===== src/sv/spq_pkg.sv =====
// ----------------------------------------------------------------------------
// spq_pkg: shared types for the sorted priority queue
// Request and response payloads, action codes and the structs that run
// between the compare cells of the chain.
// ----------------------------------------------------------------------------
package spq_pkg;

  localparam int unsigned ValueW  = 32;
  localparam int unsigned PosW    = 4;
  localparam int unsigned LengthW = 5;

  typedef enum logic [1:0] {
    ACT_INSERT = 2'd0,
    ACT_REMOVE = 2'd1,
    ACT_FIND   = 2'd2
  } action_e;

  typedef struct packed {
    logic [1:0]               action;
    logic signed [ValueW-1:0] value;
  } req_t;

  typedef struct packed {
    logic                     found;
    logic [PosW-1:0]          position;
    logic                     overflow;
    logic [LengthW-1:0]       length;
    logic                     head_valid;
    logic signed [ValueW-1:0] head_value;
  } rsp_t;

  // Command broadcast to every cell in the cycle a request is taken.
  typedef struct packed {
    logic                     ins;
    logic                     rem;
    logic signed [ValueW-1:0] value;
  } cmd_t;

  // What a cell shows its neighbors.
  typedef struct packed {
    logic                     valid;
    logic                     lt;
    logic                     eq;
    logic signed [ValueW-1:0] value;
  } link_t;

endpackage


===== src/sv/sorted_priority_queue_unit.sv =====
// ----------------------------------------------------------------------------
// sorted_priority_queue_unit: descending sorted queue of signed values
// A chain of DEPTH compare cells; insert, remove and find finish in the cycle
// the request is taken and the response is registered.
// ----------------------------------------------------------------------------
// The response is registered and valid in the cycle after the request is accepted.
// Throughput: one request per cycle while the response side stays ready. A waiting
// response holds off the next request until the cycle in which it is taken.
// Reset: queue empty, no response pending; stored values need no clearing.
module sorted_priority_queue_unit #(
  parameter int unsigned DEPTH = 16
) (
  input  logic          clk_i,
  input  logic          rst_ni,
  input  logic          in_valid_i,
  output logic          in_ready_o,
  input  spq_pkg::req_t in_req_i,
  output logic          out_valid_o,
  input  logic          out_ready_i,
  output spq_pkg::rsp_t out_rsp_o
);
  import spq_pkg::*;

  localparam int unsigned CountW = $clog2(DEPTH + 1);

  logic              accept;
  logic              full, found;
  logic              is_ins, is_rem, is_find;
  cmd_t              cmd;
  link_t             links [DEPTH];
  logic [DEPTH-1:0]  first;
  logic [DEPTH-1:0]  valid_d;
  logic [31:0]       value_d [DEPTH];
  logic [PosW-1:0]   pos;
  logic [CountW-1:0] count_q, count_d;
  logic              out_valid_q;
  rsp_t              rsp_q, rsp_d;

  assign in_ready_o = !out_valid_q || out_ready_i;
  assign accept     = in_valid_i && in_ready_o;

  assign is_ins  = in_req_i.action == ACT_INSERT;
  assign is_rem  = in_req_i.action == ACT_REMOVE;
  assign is_find = in_req_i.action == ACT_FIND;
  assign full    = links[DEPTH-1].valid;
  assign found   = (is_rem || is_find) && (|first);

  assign cmd = '{ins: accept && is_ins && !full,
                 rem: accept && is_rem && found,
                 value: in_req_i.value};

  for (genvar g = 0; g < DEPTH; g++) begin : g_cell
    link_t prev_l, next_l;
    if (g == 0) begin : g_head
      assign prev_l = '{valid: 1'b1, lt: 1'b0, eq: 1'b0, value: '0};
    end else begin : g_mid
      assign prev_l = links[g-1];
    end
    if (g == DEPTH - 1) begin : g_tail
      assign next_l = '{valid: 1'b0, lt: 1'b0, eq: 1'b0, value: '0};
    end else begin : g_body
      assign next_l = links[g+1];
    end
    spq_cell u_cell (
      .clk_i     (clk_i),
      .rst_ni    (rst_ni),
      .key_i     (in_req_i.value),
      .cmd_i     (cmd),
      .prev_i    (prev_l),
      .next_i    (next_l),
      .link_o    (links[g]),
      .first_o   (first[g]),
      .valid_d_o (valid_d[g]),
      .value_d_o (value_d[g])
    );
  end

  // At most one cell flags a first match, so OR-ing the indices encodes it.
  always_comb begin
    pos = '0;
    for (int i = 0; i < DEPTH; i++) begin
      if (first[i]) begin
        pos = pos | PosW'(i);
      end
    end
  end

  always_comb begin
    count_d = count_q;
    if (cmd.ins) begin
      count_d = count_q + CountW'(1);
    end else if (cmd.rem) begin
      count_d = count_q - CountW'(1);
    end

    rsp_d.found      = found;
    rsp_d.position   = found ? pos : '0;
    rsp_d.overflow   = is_ins && full;
    rsp_d.length     = LengthW'(count_d);
    rsp_d.head_valid = valid_d[0];
    rsp_d.head_value = valid_d[0] ? value_d[0] : '0;
  end

  always_ff @(posedge clk_i or negedge rst_ni) begin
    if (!rst_ni) begin
      count_q     <= '0;
      out_valid_q <= 1'b0;
    end else begin
      if (accept) begin
        count_q     <= count_d;
        out_valid_q <= 1'b1;
      end else if (out_ready_i) begin
        out_valid_q <= 1'b0;
      end
    end
  end

  always_ff @(posedge clk_i) begin
    if (accept) begin
      rsp_q <= rsp_d;
    end
  end

  assign out_valid_o = out_valid_q;
  assign out_rsp_o   = rsp_q;

  // The fill count and the occupancy of the chain must agree.
  assert property (@(posedge clk_i) disable iff (!rst_ni)
    (count_q != '0) == links[0].valid)
    else $error("count and head occupancy disagree");

  assert property (@(posedge clk_i) disable iff (!rst_ni)
    full |-> (count_q == CountW'(DEPTH)))
    else $error("tail cell occupied but count is not DEPTH");

  assert property (@(posedge clk_i) disable iff (!rst_ni)
    $onehot0(first))
    else $error("more than one cell flags a first match");

  assert property (@(posedge clk_i) disable iff (!rst_ni)
    (out_valid_q && rsp_q.overflow) |-> !rsp_q.found)
    else $error("overflow response also reports a match");

endmodule


===== src/sv/spq_cell.sv =====
// ----------------------------------------------------------------------------
// spq_cell: one slot of the sorted chain
// Holds one value, compares it with the broadcast key and moves data to or
// from its neighbors for insert and remove.
// ----------------------------------------------------------------------------
module spq_cell (
  input  logic                              clk_i,
  input  logic                              rst_ni,
  input  logic signed [spq_pkg::ValueW-1:0] key_i,
  input  spq_pkg::cmd_t                     cmd_i,
  input  spq_pkg::link_t                    prev_i,
  input  spq_pkg::link_t                    next_i,
  output spq_pkg::link_t                    link_o,
  output logic                              first_o,
  output logic                              valid_d_o,
  output logic [31:0]                       value_d_o
);
  import spq_pkg::*;

  logic                     valid_q, valid_d;
  logic signed [ValueW-1:0] value_q, value_d;
  logic                     gt, lt, eq;
  logic                     ins_here, shift_in, pull;

  always_comb begin
    // The compare runs on the raw key so the match flags never depend on the
    // command that they help to build.
    gt = valid_q && (value_q > key_i);
    lt = valid_q && (value_q < key_i);
    eq = valid_q && (value_q == key_i);

    // The key goes before the first strictly smaller value, or at the tail.
    ins_here = cmd_i.ins && !prev_i.lt && (lt || (!valid_q && prev_i.valid));
    shift_in = cmd_i.ins && prev_i.lt;
    // Equal values are contiguous, so every cell from the first match on
    // that is not greater than the key pulls from its successor.
    pull     = cmd_i.rem && valid_q && !gt;

    valid_d = valid_q;
    value_d = value_q;
    if (ins_here) begin
      valid_d = 1'b1;
      value_d = cmd_i.value;
    end else if (shift_in) begin
      valid_d = 1'b1;
      value_d = prev_i.value;
    end else if (pull) begin
      valid_d = next_i.valid;
      value_d = next_i.value;
    end
  end

  always_ff @(posedge clk_i or negedge rst_ni) begin
    if (!rst_ni) begin
      valid_q <= 1'b0;
    end else begin
      valid_q <= valid_d;
    end
  end

  always_ff @(posedge clk_i) begin
    value_q <= value_d;
  end

  assign link_o    = '{valid: valid_q, lt: lt, eq: eq, value: value_q};
  assign first_o   = eq && !prev_i.eq;
  assign valid_d_o = valid_d;
  assign value_d_o = value_d;

endmodule


===== config.mk =====
export PLATFORM = sky130hd
export DESIGN_NAME = sorted_priority_queue_unit
export DESIGN_NICKNAME = d
export VERILOG_FILES = /design/src/sv/spq_pkg.sv /design/src/sv/sorted_priority_queue_unit.sv /design/src/sv/spq_cell.sv
export SDC_FILE = /design/constraint.sdc
export NUM_CORES = 2
export LEC_CHECK = 0
export ABC_AREA = 1
export BUFFER_PORTS_ARGS = -buffer_cell sky130_fd_sc_hd__buf_2
export CAP_MARGIN = 10
export CELL_PAD_IN_SITES_DETAIL_PLACEMENT = 0
export CELL_PAD_IN_SITES_GLOBAL_PLACEMENT = 1
export CORE_MARGIN = 2
export CORE_UTILIZATION = 35
export CTS_CLUSTER_SIZE = 28
export DETAILED_ROUTE_END_ITERATION = 7
export PLACE_DENSITY_LB_ADDON = 0.25
export SETUP_SLACK_MARGIN = 0.05
export SKIP_LAST_GASP = 1
export SLEW_MARGIN = 20
export SYNTH_ARGS = -nofsm -noshare
export SYNTH_HDL_FRONTEND = slang
export SYNTH_HIERARCHICAL = 1
export SYNTH_SLANG_ARGS = --single-unit

===== constraint.sdc =====
create_clock -name clk_i -period 5.05 [get_ports clk_i]
set_input_delay 1.01 -clock clk_i [delete_from_list [all_inputs] [get_ports clk_i]]
set_output_delay 1.01 -clock clk_i [all_outputs]
set_load 0.01 [all_outputs]

==> results.md <==
- **count of buffers from port buffering** 83
- **R2R Path Start** g_cell[15].u_cell/value_q[15]$_DFF_P_
- **average footprint of a synthesized cell** 6.41 um2
- **top library cells by usage in the layout, fill and taps aside** 2704 x sky130_fd_sc_hd__nand2_1, 1595 x sky130_fd_sc_hd__nand3_1, 797 x sky130_fd_sc_hd__inv_1
- **total wire length after detailed routing** 177000 um
- **slowest stage delay, CP** 0.45 ns
- **HPWL after detailed placement** 131000 um
- **series of cell instances along the critical path** buf_2 -> inv_1 -> ha_1 -> nand2_1 -> nor2_1 -> nand2_1 -> nor4_1 -> nand2_1 -> nor2_1 -> nor2_2 -> nand2_1 -> nor2_4 -> nand2_4 -> nand3_4 -> inv_8 -> buf_12 -> buf_12 -> buf_12 -> nand3_1 -> nand2_1 -> nand2_1 -> nand3_1
- **setup repair after global routing missed its margin** no
- **Vias per Instance** 5.18
- **most common cell after layout, fill and taps aside** sky130_fd_sc_hd__nand2_1
- **global-route total usage across every layer** 25.4%
- **number of top-level pins** 84
- **largest vdd supply drop** 0.353 mV
- **post-layout total power** 26.0 mW
- **Clock Latency Late Sink** 0.69 ns
- **final hold violations** 0
- **Clock transition at path regs** 0.06 ns
- **Remaining DRCs** 0
- **Crit path arrival time** 5.15 ns
- **worst slack on hold paths** 0.457 ns
- **routed wire length per instance** 19.3 um
- **endpoints failing setup** 0
- **post-layout minimum cycle time** 4.53 ns
- **number of CTS-inserted buffers** 77
- **class of the tightest hold or removal check** input pin to asynchronous set/reset pin
- **number of diodes** 0
- **worst slew margin relative to its limit** 23.2%
- **Setup crit start kind** input pin
- **part of the total power dissipated in combinational logic** 44.8%
- **placed standard-cell area** 49800 um2
- **CP max-delay cell** sky130_fd_sc_hd__nor2_1
- **result of the run** complete, no violations
- **switch share** 48.6%
- **clk sinks** 578
- **cell type with the highest occurrence count on the critical path** sky130_fd_sc_hd__nand2_1
- **area of the placeable core** 133000 um2
- **starting density of the core** 35.2%
- **Hold Buf Count CTS** 0
- **weighted congestion at the end of routability-driven global placement** 0.895
- **first-pass GRT wire length** 276000 um
- **Maximum Capacitance Violations** 0
- **sequential power share** 34.5%
- **Reg2Reg Setup Slack** 1.00 ns
- **Die Y** 370 um
- **post-route cell area** 52200 um2
- **cell area after technology mapping** 46900 um2
- **minimum setup slack in the final design** 0.516 ns
- **level count of the clock H-tree** 3
- **via count** 47527
- **final global-route overflow total** 0
- **via count of the first global-routing pass** 45792
- **net count of the finished layout** 7906
- **number of buffers inserted to repair setup after CTS** 0
- **internal power of the cells** 13.4 mW
- **initial antenna violation count** 0
- **Warnings, synthesis** 6
- **initial DRC count** 3694
- **Site Rows** 134
- **clk buf depth** 3
- **largest fanout on the critical path** 49
- **Critical Path RT** 5.67 ns
- **clock tree from TritonCTS** yes
- **CP Class** input pin to flop
- **fin crit share** 89.8%
- **number of nets with antenna violations after detailed routing** 0
- **Root Driver** sky130_fd_sc_hd__clkbuf_16
- **worst setup slack before clock tree synthesis** -0.104 ns
- **Setup crit end kind** flop
- **static leakage** 28.6 nW
- **maximum number of pins on one net before global-route repair** 50
- **die footprint** 137000 um2
- **clock tree skew after final layout** 0.0268 ns
- **number of gates resized after CTS** 0
- **worst r2r path cells** 20
- **power density over the cells** 498 nW/um2
- **synthesized instance count** 7321
- **Slew @ Worst Pin** 1.15 ns
- **first-pass iteration count of the detailed router** 6
- **maximum clock frequency** 221 MHz
- **ratio of cells with drive above 1 in the final layout** 7.70%
- **Area growth syn-to-layout** 11.2%
- **Switch Pwr** 12.6 mW
- **share of total power in the clock network** 20.7%
- **Die Wd** 370 um
- **FF-to-FF End** g_cell[3].u_cell/value_q[25]$_DFF_P_
- **final max-slew violation count** 0
final cells by class:
| cell class | instances | area [um2] |
|---|---|---|
| sequential | 578 | 12100 |
| timing repair buffer | 285 | 2740 |
| tap | 1768 | 2210 |
| inverter | 804 | 3030 |
| multi-input combinational | 5606 | 29700 |
| clock inverter | 22 | 183 |
| fill | 14378 | 81100 |
| clock buffer | 117 | 2190 |
metal layers:
metal	share of wire [%]	track usage [%]
met2	47	42.9
met4	3.3	8.22
met3	4.7	2.79
met5	0	0
met1	45	33.7
flip-flops by register name (all words and copies together), names as in the netlist:
register and count:
count_q 5, out_rsp_o 44, g_cell.u_cell/value_q 512, g_cell.u_cell/valid_q 16, out_valid_o 1
worst max-delay path: cells and delay by family:
kind                       cells  cell delay, ns
and+or+nand+nor               15            2.44
buffers and inverters          6            1.31
adders and majority gates      1            0.33
power by group through the flow:
stage / Clock [mW] / Combinational [mW] / Sequential, mW
3_5_place_dp: 0 / 11.5 / 9.03
5_1_grt: 5.67 / 13.3 / 9.19
4_1_cts: 5.53 / 11.6 / 8.95
2_1_floorplan: 0 / 9.02 / 7.84
6_report: 5.38 / 11.7 / 8.96
3_3_place_gp: 0 / 11.3 / 9.06
metrics by stage:
stage	util [%]	setup TNS (ns)	std cells
global placement	37.4	-19.79	9039
global route	39.2	0	9180
detailed placement	37.4	-12.12	9039
floorplan	-	0	7389
CTS	39.1	0	9178
finish	39.2	0	9180
worst max-delay path by stage:
stage | startpoint | to | slack [ns] | cells after the start
finish | in_req_i[13] | g_cell[3].u_cell/value_q[25]$_DFF_P_ | 0.52 | 22
detailed placement | in_req_i[13] | g_cell[3].u_cell/value_q[25]$_DFF_P_ | -0.10 | 22
global route | in_req_i[13] | g_cell[6].u_cell/value_q[13]$_DFF_P_ | 0.24 | 22
floorplan | in_req_i[31] | out_rsp_o[10]$_SDFFCE_PN0P_ | 1.13 | 23
CTS | in_req_i[13] | g_cell[3].u_cell/value_q[25]$_DFF_P_ | 0.60 | 22
global placement | in_req_i[13] | g_cell[3].u_cell/value_q[17]$_DFF_P_ | -0.13 | 22
(Power assumes the default switching activity.)
